### config.mk
export PLATFORM = sky130hd
export DESIGN_NAME = weekly_schedule_text_parser
export DESIGN_NICKNAME = d
export VERILOG_FILES = /design/src/rtl/wstp_pkg.sv /design/src/rtl/weekly_schedule_text_parser.sv
export SDC_FILE = /design/constraint.sdc
export NUM_CORES = 1
export LEC_CHECK = 0
export ABC_AREA = 1
export BUFFER_PORTS_ARGS = -buffer_cell sky130_fd_sc_hd__buf_4
export CORE_ASPECT_RATIO = 1.5
export CORE_UTILIZATION = 25
export DETAILED_ROUTE_END_ITERATION = 8
export PLACE_DENSITY_LB_ADDON = 0.3
export SLEW_MARGIN = 20
export SYNTH_ARGS = -nofsm -noshare
export SYNTH_HDL_FRONTEND = slang
export SYNTH_SLANG_ARGS = --single-unit
export TNS_END_PERCENT = 100
### constraint.sdc
create_clock -name clock -period 5.5 [get_ports clock]
set_input_delay 0.825 -clock clock [delete_from_list [all_inputs] [get_ports clock]]
set_output_delay 0.825 -clock clock [all_outputs]
set_load 0.02 [all_outputs]
### src/rtl/wstp_pkg.sv
// Package for the weekly schedule text parser.
// Holds the store geometry, character codes, status codes and the result beat type.
// No dependencies.
`timescale 1ns / 1ps
`default_nettype none

package wstp_pkg;

   localparam int NUM_DAYS       = 7;
   localparam int EVENTS_PER_DAY = 4;
   localparam int STORE_DEPTH    = NUM_DAYS * EVENTS_PER_DAY;
   localparam int IDX_W          = $clog2(STORE_DEPTH);

   localparam int CHAR_W    = 8;
   localparam int DAY_W     = 3;
   localparam int EVENT_W   = 2;
   localparam int LINES_W   = 3;
   localparam int MINUTES_W = 11;
   localparam int HOURS_W   = 5;
   localparam int POS_W     = 3;

   localparam int REQ_DATA_W = 16;
   localparam int RSP_DATA_W = 16;

   localparam logic [CHAR_W-1:0] DIGIT_BASE   = 8'h30;
   localparam logic [CHAR_W-1:0] DIGIT_LAST   = 8'h39;
   localparam logic [CHAR_W-1:0] COMMENT_CHAR = 8'h23;
   localparam logic [CHAR_W-1:0] SEP_CHAR     = 8'h7C;
   localparam logic [CHAR_W-1:0] NEWLINE_CHAR = 8'h0A;

   localparam logic [6:0] MAX_HOUR   = 7'd23;
   localparam logic [6:0] MAX_MINUTE = 7'd59;

   localparam logic [LINES_W-1:0] DAYS_CODE  = LINES_W'(NUM_DAYS);
   localparam logic [EVENT_W-1:0] LAST_EVENT = EVENT_W'(EVENTS_PER_DAY - 1);

   // Positions within one HHMM field and its separator.
   localparam logic [POS_W-1:0] POS_HOUR_TENS   = 3'd0;
   localparam logic [POS_W-1:0] POS_HOUR_ONES   = 3'd1;
   localparam logic [POS_W-1:0] POS_MINUTE_TENS = 3'd2;
   localparam logic [POS_W-1:0] POS_MINUTE_ONES = 3'd3;
   localparam logic [POS_W-1:0] POS_SEPARATOR   = 3'd4;

   typedef enum logic {
      ACTION_FEED   = 1'b0,
      ACTION_LOOKUP = 1'b1
   } action_type;

   typedef enum logic [1:0] {
      STATUS_OK         = 2'd0,
      STATUS_BAD_FIELD  = 2'd1,
      STATUS_LINE_COUNT = 2'd2
   } status_type;

   typedef struct packed {
      logic                 parse_done;
      status_type           parse_status;
      logic [LINES_W-1:0]   lines_done;
      logic [MINUTES_W-1:0] lookup_minutes;
      logic                 lookup_valid;
   } result_type;

   // ASCII digit check.
   function automatic logic is_digit(input logic [CHAR_W-1:0] c);
      is_digit = (c >= DIGIT_BASE) && (c <= DIGIT_LAST);
   endfunction

   // Value of two ASCII digits, 0 to 99; tens times ten is two shifts.
   function automatic logic [6:0] two_digit_value(input logic [CHAR_W-1:0] tens,
                                                  input logic [CHAR_W-1:0] ones);
      logic [6:0] t;
      logic [6:0] o;
      t = {3'b000, tens[3:0]};
      o = {3'b000, ones[3:0]};
      two_digit_value = (t << 3) + (t << 1) + o;
   endfunction

endpackage

`default_nettype wire

### src/rtl/weekly_schedule_text_parser.sv
// Top level of the weekly schedule text parser: byte decoder, schedule store and
// result register with skid stage. Depends on wstp_pkg.
`timescale 1ns / 1ps
`default_nettype none

// Channel  Dir  Handshake              Payload
// req      in   req_tvalid/req_tready  tdata char, day, event; tuser action; tlast last byte
// rsp      out  rsp_tvalid/rsp_tready  tdata status, lines, minutes; tuser valid; tlast done
//
// One beat is taken per cycle while req_tready is high; its result goes to the output register,
// or to the skid slot while the output is stalled. The byte decoder ahead of it is combinational.
// Reset clears the parse state, the 28-entry store (flip-flops) and both slots' valid flags.
// A skid slot holds one result while the output is stalled; req_tready drops only
// when that slot is full.

module weekly_schedule_text_parser (
   input  wire logic                              clock,
   input  wire logic                              reset,

   input  wire logic                              req_tvalid,
   output logic                                   req_tready,
   input  wire logic [wstp_pkg::REQ_DATA_W-1:0]   req_tdata,   // char_in[7:0],
                                                               // query_day[10:8],
                                                               // query_event[12:11]
   input  wire logic                              req_tuser,   // action
   input  wire logic                              req_tlast,   // last_byte

   output logic                                   rsp_tvalid,
   input  wire logic                              rsp_tready,
   output logic [wstp_pkg::RSP_DATA_W-1:0]        rsp_tdata,   // parse_status[1:0],
                                                               // lines_done[4:2],
                                                               // lookup_minutes[15:5]
   output logic                                   rsp_tuser,   // lookup_valid
   output logic                                   rsp_tlast    // parse_done
);

   logic [wstp_pkg::CHAR_W-1:0]    char_in;
   logic [wstp_pkg::DAY_W-1:0]     query_day;
   logic [wstp_pkg::EVENT_W-1:0]   query_event;
   wstp_pkg::action_type           action;
   logic                           accept;
   logic                           out_take;

   logic [wstp_pkg::MINUTES_W-1:0] store_ff [wstp_pkg::STORE_DEPTH];
   logic                           store_we;
   logic [wstp_pkg::IDX_W-1:0]     store_waddr;
   logic [wstp_pkg::MINUTES_W-1:0] store_wdata;

   logic [wstp_pkg::CHAR_W-1:0]    prev_char_ff, prev_char_in;
   logic [wstp_pkg::POS_W-1:0]     field_pos_ff, field_pos_in;
   logic [wstp_pkg::EVENT_W-1:0]   event_ff, event_in;
   logic [wstp_pkg::LINES_W-1:0]   lines_ff, lines_in;
   logic                           overflow_ff, overflow_in;
   logic                           comment_ff, comment_in;
   logic [wstp_pkg::HOURS_W-1:0]   hours_ff, hours_in;
   logic                           error_ff, error_in;

   logic [6:0]                     pair_value;
   logic                           pair_digits;
   logic [wstp_pkg::IDX_W-1:0]     lookup_full;
   logic                           day_ok;
   wstp_pkg::result_type           result;

   wstp_pkg::result_type           out_ff, out_in;
   logic                           out_valid_ff, out_valid_in;
   wstp_pkg::result_type           skid_ff, skid_in;
   logic                           skid_valid_ff, skid_valid_in;

   assign char_in     = req_tdata[7:0];
   assign query_day   = req_tdata[10:8];
   assign query_event = req_tdata[12:11];
   assign action      = wstp_pkg::action_type'(req_tuser);

   assign req_tready = !skid_valid_ff;
   assign accept     = req_tvalid && req_tready;
   assign out_take   = out_valid_ff && rsp_tready;

   assign pair_value  = wstp_pkg::two_digit_value(prev_char_ff, char_in);
   assign pair_digits = wstp_pkg::is_digit(prev_char_ff) && wstp_pkg::is_digit(char_in);

   // Byte decoder: next parse state, store write and the result of this beat.
   always_comb begin
      prev_char_in = prev_char_ff;
      field_pos_in = field_pos_ff;
      event_in     = event_ff;
      lines_in     = lines_ff;
      overflow_in  = overflow_ff;
      comment_in   = comment_ff;
      hours_in     = hours_ff;
      error_in     = error_ff;
      store_we     = 1'b0;
      store_waddr  = wstp_pkg::IDX_W'({lines_ff, event_ff});
      store_wdata  = ({6'b0, hours_ff} << 6) - ({6'b0, hours_ff} << 2)
                     + {4'b0, pair_value};
      result       = '0;
      lookup_full  = {query_day, query_event};
      day_ok       = query_day < wstp_pkg::DAY_W'(wstp_pkg::NUM_DAYS);

      if (action == wstp_pkg::ACTION_FEED) begin
         prev_char_in = char_in;
         if (!error_ff) begin
            if (comment_ff) begin
               if (char_in == wstp_pkg::NEWLINE_CHAR) begin
                  comment_in = 1'b0;
               end
            end else if (char_in == wstp_pkg::COMMENT_CHAR) begin
               comment_in = 1'b1;
            end else begin
               case (field_pos_ff)
                  wstp_pkg::POS_HOUR_ONES: begin
                     if (!pair_digits || pair_value > wstp_pkg::MAX_HOUR) begin
                        error_in = 1'b1;
                     end else begin
                        hours_in     = pair_value[wstp_pkg::HOURS_W-1:0];
                        field_pos_in = wstp_pkg::POS_MINUTE_TENS;
                     end
                  end
                  wstp_pkg::POS_MINUTE_ONES: begin
                     if (!pair_digits || pair_value > wstp_pkg::MAX_MINUTE) begin
                        error_in = 1'b1;
                     end else begin
                        store_we = lines_ff < wstp_pkg::DAYS_CODE;
                        if (event_ff == wstp_pkg::LAST_EVENT) begin
                           // Line complete; whatever follows on it is skipped.
                           if (lines_ff < wstp_pkg::DAYS_CODE) begin
                              lines_in = lines_ff + wstp_pkg::LINES_W'(1);
                           end else begin
                              overflow_in = 1'b1;
                           end
                           event_in     = '0;
                           field_pos_in = wstp_pkg::POS_HOUR_TENS;
                           comment_in   = 1'b1;
                        end else begin
                           field_pos_in = wstp_pkg::POS_SEPARATOR;
                        end
                     end
                  end
                  wstp_pkg::POS_SEPARATOR: begin
                     if (char_in == wstp_pkg::SEP_CHAR) begin
                        field_pos_in = wstp_pkg::POS_HOUR_TENS;
                        event_in     = event_ff + wstp_pkg::EVENT_W'(1);
                     end else begin
                        error_in = 1'b1;
                     end
                  end
                  default: begin
                     field_pos_in = field_pos_ff + wstp_pkg::POS_W'(1);
                  end
               endcase
            end
         end

         result.lines_done = lines_in;
         if (req_tlast) begin
            result.parse_done = 1'b1;
            if (error_in) begin
               result.parse_status = wstp_pkg::STATUS_BAD_FIELD;
            end else if (overflow_in || lines_in != wstp_pkg::DAYS_CODE) begin
               result.parse_status = wstp_pkg::STATUS_LINE_COUNT;
            end else begin
               result.parse_status = wstp_pkg::STATUS_OK;
            end
            prev_char_in = '0;
            field_pos_in = '0;
            event_in     = '0;
            lines_in     = '0;
            overflow_in  = 1'b0;
            comment_in   = 1'b0;
            hours_in     = '0;
            error_in     = 1'b0;
         end
      end else begin
         result.lines_done = lines_ff;
         if (day_ok) begin
            result.lookup_valid   = 1'b1;
            result.lookup_minutes = store_ff[lookup_full];
         end
      end
   end

   // Output register and skid slot.
   always_comb begin
      out_in        = out_ff;
      out_valid_in  = out_valid_ff;
      skid_in       = skid_ff;
      skid_valid_in = skid_valid_ff;
      if (out_take || !out_valid_ff) begin
         if (skid_valid_ff) begin
            out_in        = skid_ff;
            out_valid_in  = 1'b1;
            skid_valid_in = 1'b0;
         end else if (accept) begin
            out_in       = result;
            out_valid_in = 1'b1;
         end else begin
            out_valid_in = 1'b0;
         end
      end else if (accept) begin
         skid_in       = result;
         skid_valid_in = 1'b1;
      end
   end

   always_ff @(posedge clock) begin
      if (reset) begin
         prev_char_ff  <= '0;
         field_pos_ff  <= '0;
         event_ff      <= '0;
         lines_ff      <= '0;
         overflow_ff   <= 1'b0;
         comment_ff    <= 1'b0;
         hours_ff      <= '0;
         error_ff      <= 1'b0;
         out_valid_ff  <= 1'b0;
         skid_valid_ff <= 1'b0;
         for (int i = 0; i < wstp_pkg::STORE_DEPTH; i++) begin
            store_ff[i] <= '0;
         end
      end else begin
         if (accept) begin
            prev_char_ff <= prev_char_in;
            field_pos_ff <= field_pos_in;
            event_ff     <= event_in;
            lines_ff     <= lines_in;
            overflow_ff  <= overflow_in;
            comment_ff   <= comment_in;
            hours_ff     <= hours_in;
            error_ff     <= error_in;
            if (store_we) begin
               store_ff[store_waddr] <= store_wdata;
            end
         end
         out_valid_ff  <= out_valid_in;
         skid_valid_ff <= skid_valid_in;
      end
   end

   always_ff @(posedge clock) begin
      out_ff  <= out_in;
      skid_ff <= skid_in;
   end

   assign rsp_tvalid = out_valid_ff;
   assign rsp_tdata  = {out_ff.lookup_minutes, out_ff.lines_done, out_ff.parse_status};
   assign rsp_tuser  = out_ff.lookup_valid;
   assign rsp_tlast  = out_ff.parse_done;

endmodule

`default_nettype wire
# Word-level counts from Yosys, hierarchy flattened
# Memory sizes are Yosys's and may differ from the RTL's.
# Cells that the tools add are included.
[word_totals] register_bits=62 ramBits=308 in_bits=22 out_inout_bits=20 word_cells=163 mem_count=1
[classes] addsub=7 order_cmp=8 n_eq_ne=16 muxes=85 n_bitwise=2 reduce_logical=24
[mem_list] name="store_ff" words=28 word_bits=11 read_ports=1 rd_ports_with_merged_regs=0 write_ports=28 line="weekly_schedule_text_parser.sv:44" rtl="logic [wstp_pkg::MINUTES_W-1:0] store_ff [wstp_pkg::STORE_DEPTH];"
[op_table] operator="3-bit two-way mux" n=20
[op_table] operator="1-bit two-way mux" n=40
[op_table] operator="18-bit two-way mux" n=2
[op_table] operator="5-bit two-way mux" n=7
[op_table] operator="12-bit two-way mux" n=2
[op_table] operator="2-bit two-way mux" n=9
[op_table] operator="8-bit by 6-bit >= comparator with 1-bit output, second input constant" n=2
[op_table] operator="8-bit by 6-bit less-or-equal comparator with 1-bit output, second input constant" n=2
[op_table] operator="3-bit inequality test, second input constant" n=5
[op_table] operator="11-bit by 7-bit adder with 11-bit output" n=1
[op_table] operator="11-bit two-way mux" n=1
[op_table] operator="11-bit OR reduction" n=1
[op_table] operator="11-bit by 7-bit subtractor with 11-bit output" n=1
[op_table] operator="3-bit one-hot mux with 3 select lines" n=1
[op_table] operator="9-bit AND reduction" n=1
[op_table] operator="8-bit by 4-bit equality test with 1-bit output, second input constant" n=1
[op_table] operator="8-bit by 6-bit equality test with 1-bit output, second input constant" n=1
[op_table] operator="8-bit by 7-bit equality test with 1-bit output, second input constant" n=1
[op_table] operator="8-bit two-way mux" n=1
[op_table] operator="2-bit inequality test, second input constant" n=4
[op_table] operator="8-bit AND reduction" n=1
[op_table] operator="7-bit by 4-bit adder with 7-bit output" n=1
[op_table] operator="7-bit by 5-bit adder with 7-bit output" n=1
[op_table] operator="7-bit by 5-bit greater-than comparator with 1-bit output, second input constant" n=1
[op_table] operator="20 further kinds" n=35

# Longest topological paths before layout
# Gate-level depths: netlist of run 1.
[logic_depth] depth_word=19 depth_mapped=23 ltp_nobuf=21

# Worst setup path after synthesis of run 1
# Ideal clock, no wire load.
[synth_timing] path_type="input-to-reg" from="input req_tdata[3] in the netlist's numbering" to="memory store_ff[28][10] in the netlist's numbering (data pin)" setup_ns=0.277 t_arrival_ns=4.255 t_required_ns=5.223 slack_ns=0.968 cell_stages=19 n_path_buf=2 cell_sequence="inv_1 -> fa_1 -> inv_1 -> fa_1 -> nand3_1 -> nand2_1 -> nand2_1 -> nand2_1 -> fa_1 -> inv_1 -> ha_1 -> nand2_1 -> nor2_1 -> nand3_1 -> o2111ai_1 -> xnor2_1 -> clkbuf_1 -> clkbuf_1 -> inv_1"
[synth_rtl] item="from (decl)" line="weekly_schedule_text_parser.sv:22" rtl="input wire logic [wstp_pkg::REQ_DATA_W-1:0] req_tdata,"
[synth_rtl] item="to (decl)" line="weekly_schedule_text_parser.sv:44"

==> results.txt, run 1 <==
Busiest grt layer -> met2
Most frequent cells in the layout -> nor2_1, edfxtp_1, nand2_1
RSZ-0062 raised after global routing -> false
Clk buf depth -> 3
IO Port Bufs -> 38
Yosys warns -> 0
PwrDens -> 336.7 nW/µm²
Remaining antenna violation count -> 0
Simple-Gate Fraction of Synth Area -> 18.73%
Synth unique cells -> 40
Vias in the first global route -> 14170
Met3 GRT Util -> 1.317%
Setup crit end -> store_ff[14][10]$_SDFFCE_PN0P_
Initial antenna violation count -> 0
Crit path kind -> in -> reg
Hold_buf cts -> 0
Main combinational cell family by area after synthesis -> simple AND/OR/NAND/NOR gates
Row cnt -> 124
Cts bufs inserted -> 40
Multi-input logic area -> 6266 µm²
Core area -> 76180 µm²
Worst endpoint required time -> 5.81 ns
Area grow syn2layout -> 15.74%
Number of flops mapped to enable cells by yosys -> 388
Slack of the worst reg-to-reg path -> 1.03 ns
Slew headroom -> 30.55%
Met2 usage -> 27.20%
DP Area -> 21070 µm²
Largest net degree at the start of global routing -> 67
Mux contribution to synthesized area -> 0%
Mapped Cells -> 1919
Critical path origin -> req_tdata[3]
H-tree levels -> 2
CTS tree -> built
Die H -> 341.6 µm
Most common cell after layout, fill and taps aside -> nor2_1
Filler Cell Count -> 7871
Root buffer cell -> clkbuf_16
Final Critical Period -> 4.561 ns
Final WL -> 56.10 mm
First-pass GRT wire length -> 84.88 mm
Placer congestion estimate -> 0.8405
Slew @ Worst Pin -> 1.034 ns
Final setup TNS -> 0 ns
Clk_skew -> 0.03697 ns
I/O pin count -> 42
Worst vdd ir -> 174.6 µV
Count of final setup violators -> 0
Worst-skew pair later-pin latency -> 0.57 ns
#FFs+latches synth -> 414
Worst R2R Path Depth -> 18
Vias/cell -> 4.629
FF/Latch Area -> 12170 µm²
Synth Area in Compound Gates -> 10.31%
# DRC -> 0
R2r startpoint -> prev_char_ff[2]$_SDFFE_PP0P_
Final core utilization -> 29.19%
Synth Area in XOR/XNOR -> 0.3646%
LEAKAGE -> 0.008377 µW
Worst min-delay path class -> reg -> reg
Die width -> 228.4 µm
CP Capture Type -> register
Post-synthesis sequential area ratio -> 63.34%
Starting Density -> 25.23%
Die area -> 78000 µm²
Post-Synth Adder-Cell Area -> 2.201%
DP HPWL -> 37.51 mm
Max Cap Violations -> 0
Total number of vias -> 13990
Post-Syn Area per Cell -> 10.01 µm²
Crit share post-route -> 82.94%
Mapped Area -> 19220 µm²
Final hold vios -> 0
DR iter-0 viols -> 943
Sink Count -> 414
Resize count post-CTS -> 0
Nets -> 2044
Diode count -> 0
Fmax achieved -> 0.2192 GHz
Post-CTS setup buffer count -> 0
Worst Path Max Fanout -> 16
Overall global routing resource usage -> 14.29%
DR WL/cell -> 18.56 µm
DRT Pass-1 Iters -> 5
Slew Limit Fails -> 0
Worst EP arrival -> 4.87 ns
Worst-path clk slew -> 0.06 ns
Startpoint types -> input port
Top FF cell, synth -> edfxtp_1
Status -> finished clean
Met1 Track Usage GR -> 15.38%
Share of cells above drive strength 1 -> 12.46%
Cell area after layout -> 22240 µm²
Ys async rst share -> 0%
RR Endpoint -> store_ff[14][10]$_SDFFCE_PN0P_
Total grt overflow -> 0
## state kept, by name (all words and copies together), names as in the netlist, 2 cells and up
signal and count:
event_ff 2, field_pos_ff 3, hours_ff 5, lines_ff 3, prev_char_ff 8, rsp_tdata 16, skid_ff 18, store_ff 352
## worst max-delay path: stages
cell       delay (ns)
buf_4            0.10
inv_1            0.10
fa_1             0.55
inv_1            0.07
fa_1             0.46
nand3_1          0.13
nand2_1          0.08
nand2_1          0.06
nand2_1          0.11
fa_1             0.51
inv_1            0.05
ha_1             0.31
nand2_1          0.07
nor2_1           0.05
nand3_1          0.09
o2111ai_1        0.18
xnor2_2          0.65
buf_4            0.37
nor2_1           0.08
## final cells by class
cell class	count	area share, %
Sequential cell	414	54.73
Multi-Input combinational cell	1308	28.17
Tap cell	1008	5.671
Clock buffer	50	4.715
Timing Repair Buffer	129	4.523
Inverter	97	1.654
Clock inverter	17	0.5345
## metal layers
metal / part of all wire [%] / wire (µm) / vias up
li1: - / - / 6664
met5: 0 / 0 / -
met1: 38 / 21390 / 6928
met4: 5.5 / 3077 / 0
met2: 53 / 29730 / 297
met3: 3.4 / 1904 / 105
## synth_stat cells, types with 5 or more instances
cell	number	area, µm²
edfxtp_1	388	11650
o22ai_1	56	350.3
nand3_1	43	215.2
nor3_1	10	50.05
clkbuf_1	106	397.9
inv_2	6	22.52
o211ai_1	18	135.1
nand2_2	30	187.7
a21oi_1	35	175.2
buf_2	25	125.1
ha_1	29	362.9
inv_1	88	330.3
xor2_1	5	43.79
nor2_2	23	143.9
o221ai_1	26	227.7
nor2_1	520	1952
o21ai_0	202	1011
nand2_1	217	814.5
nand4_1	20	125.1
a211oi_1	5	37.54
buf_1	6	22.52
dfxtp_1	26	520.5
## cell families after synthesis
| logic type | Yosys count |
|---|---|
| flops | 414 |
| xor+xnor | 8 |
| simple gates | 876 |
| compound gates | 348 |
| buf+inv | 240 |
| other cells | 1 |
| fa+ha+maj | 32 |
## report_power, final
group	internal (µW)	switching (µW)	total (µW)
Combinational	256	920	1180
Clock	1400	1200	2590
Sequential	3670	50.1	3720
## metrics by stage
step | power (µW) | instances | hold slack [ns] | setup slack, ns
6_report | 7489 | 3023 | 0.4664 | 0.9386
4_1_cts | 7570 | 3023 | 0.4681 | 0.9661
3_5_place_dp | 4982 | 2956 | 0.4591 | 0.3710
2_1_floorplan | 4481 | 1962 | 0.4454 | 0.9677
5_1_grt | 7773 | 3023 | 0.5001 | 0.6283
3_3_place_gp | 4955 | 2956 | 0.4533 | 0.3681
## how the worst min path moves through the flow
stage / startpoint / endpoint / cells after the start / slack (ns)
floorplan: prev_char_ff[5]$_SDFFE_PP0P_ / prev_char_ff[5]$_SDFFE_PP0P_ / 2 / 0.45
global placement: prev_char_ff[4]$_SDFFE_PP0P_ / prev_char_ff[4]$_SDFFE_PP0P_ / 2 / 0.45
detailed placement: prev_char_ff[4]$_SDFFE_PP0P_ / prev_char_ff[4]$_SDFFE_PP0P_ / 2 / 0.46
CTS: prev_char_ff[4]$_SDFFE_PP0P_ / prev_char_ff[4]$_SDFFE_PP0P_ / 2 / 0.47
global route: prev_char_ff[5]$_SDFFE_PP0P_ / prev_char_ff[5]$_SDFFE_PP0P_ / 2 / 0.50
finish: prev_char_ff[4]$_SDFFE_PP0P_ / prev_char_ff[4]$_SDFFE_PP0P_ / 2 / 0.47
Power figures use the tool's default switching activity.
==> run 2, diff against run 1 <==
Clock period 5.5 ns to 4.7 ns, I/O delays scaled along.
==> results.txt, run 2 (synthesis results as in run 1) <==
Largest net degree at the start of global routing -> 129
Die area -> 78000 µm²
Top reg by flops -> store_ff
DR WL/cell -> 18.34 µm
# DRC -> 0
DP HPWL -> 36.28 mm
Count of final setup violators -> 0
Met1 Track Usage GR -> 15.25%
DRT Pass-1 Iters -> 5
Vias/cell -> 4.600
Startpoint types -> register
Busiest grt layer -> met2
Starting Density -> 25.23%
Initial antenna violation count -> 0
LEAKAGE -> 0.008355 µW
I/O pin count -> 42
Die width -> 228.4 µm
Cts bufs inserted -> 40
DP Area -> 21040 µm²
Worst Path Max Fanout -> 29
Hold_buf cts -> 0
Largest stage delay on the critical path -> 0.50 ns
Worst vdd ir -> 218.3 µV
Filler Cell Count -> 7813
Worst EP arrival -> 4.35 ns
Slew Limit Fails -> 0
Slew headroom -> 37.40%
Most common cell after layout, fill and taps aside -> nor2_1
Final setup margin -> 0.6633 ns
Resize count post-CTS -> 0
H-tree levels -> 2
Most frequent cells in the layout -> nor2_1, edfxtp_1, nand2_1
Cell area after layout -> 22270 µm²
Sink Count -> 414
Met2 usage -> 27.18%
Die H -> 341.6 µm
Final core utilization -> 29.23%
Post-CTS setup buffer count -> 0
Final WL -> 55.16 mm
IO Port Bufs -> 38
Root buffer cell -> clkbuf_16
Final setup TNS -> 0 ns
CP Capture Type -> register
Nets -> 2022
Share of cells above drive strength 1 -> 11.70%
Row cnt -> 124
Met3 GRT Util -> 1.092%
Slack of the worst reg-to-reg path -> 0.66 ns
Fmax achieved -> 0.2477 GHz
CTS tree -> built
Max Cap Violations -> 0
Slew @ Worst Pin -> 0.9318 ns
RSZ-0062 raised after global routing -> false
Top cell by count, worst path -> nand2_1
Max reg flops -> 352
Worst-skew pair later-pin latency -> 0.56 ns
Crit path kind -> reg -> reg
Worst endpoint required time -> 5.02 ns
Placer congestion estimate -> 0.8389
Total grt overflow -> 0
Worst min-delay path class -> in -> reg
DR iter-0 viols -> 1184
Vias in the first global route -> 13700
Area grow syn2layout -> 15.87%
Total number of vias -> 13840
Remaining antenna violation count -> 0
Crit share post-route -> 85.89%
Crit path cell chain -> inv_1 -> fa_1 -> inv_1 -> fa_1 -> nand3_1 -> nand2_1 -> nand2_1 -> nand2_1 -> fa_1 -> inv_1 -> ha_1 -> inv_1 -> o21ai_0 -> nand2_1 -> nand2_1 -> a21oi_1 -> inv_1 -> nand2_1 -> nand2_1 -> buf_12 -> inv_1
Overall global routing resource usage -> 14.01%
Clk buf depth -> 3
Final hold vios -> 0
PwrDens -> 402.0 nW/µm²
Final Critical Period -> 4.037 ns
Core area -> 76180 µm²
First-pass GRT wire length -> 83.12 mm
Worst slack, placed -> 0.2008 ns
Worst path slowest cell -> fa_1
Status -> finished clean
Clk_skew -> 0.02216 ns
Worst-path clk slew -> 0.07 ns
Diode count -> 0
run 2: cell count changes in the layout (fill, tap and decap cells not counted), moves of 2 or more:
cell / change
buf_4: -32
clkbuf_1: +2
buf_12: +10
clkinv_2: +3
clkbuf_16: +2
run 2: through the flow:
stage	power, µW	std cells	hold slack, ns
2_1_floorplan	5244	1962	0.4454
3_3_place_gp	5903	2934	0.4576
3_5_place_dp	5934	2934	0.4637
4_1_cts	9045	3008	0.3889
5_1_grt	9285	3008	0.4078
6_report	8949	3008	0.4232
run 2: path summary, 6_finish.rpt:
kind / cells after the start / endpoint / start
setup reg to reg: 21 / store_ff[30][9]$_DFFE_PP_ / prev_char_ff[2]$_SDFFE_PP0P_
hold reg to reg: 2 / prev_char_ff[4]$_SDFFE_PP0P_ / prev_char_ff[4]$_SDFFE_PP0P_
hold / removal: 1 / store_ff[29][0]$_DFFE_PP_ / req_tdata[0]
setup / recovery: 21 / store_ff[30][9]$_DFFE_PP_ / prev_char_ff[2]$_SDFFE_PP0P_
run 2: area by class of cell:
cell class	count	area (µm²)	share of cell area (%)
repair buffers	107	965.9	4.338
well taps	1008	1261	5.665
clock inverters	21	135.1	0.6069
clock buffers	53	1092	4.906
flip-flops and latches	414	12170	54.67
inverters	97	367.9	1.652
multi-input cells	1308	6271	28.17
run 2: critical path, delay by kind of cell, from the launching register on:
family,cells,cell delay (ns)
AO/OA/AOI/OAI,2,0.32
adder cells (fa/ha/maj),4,1.73
buffers and inverters,7,0.62
flip-flops,1,0.40
AND/OR/NAND/NOR,8,0.70
run 2: power by group:
group / internal [µW] / switching [µW] / leakage [µW] / total (µW)
combinational: 384 / 1100 / 0.00363 / 1480
clock: 1700 / 1420 / 0.000604 / 3110
sequential: 4300 / 57.8 / 0.00412 / 4350
total: 6380 / 2570 / 0.00835 / 8950
run 2: per-layer routing:
layer	wire length (µm)	vias to the layer above	part of all wire (%)
li1	-	6636	-
met1	21040	6826	38
met2	30180	290	55
met3	1606	84	2.9
met4	2331	0	4.2
met5	0	-	0
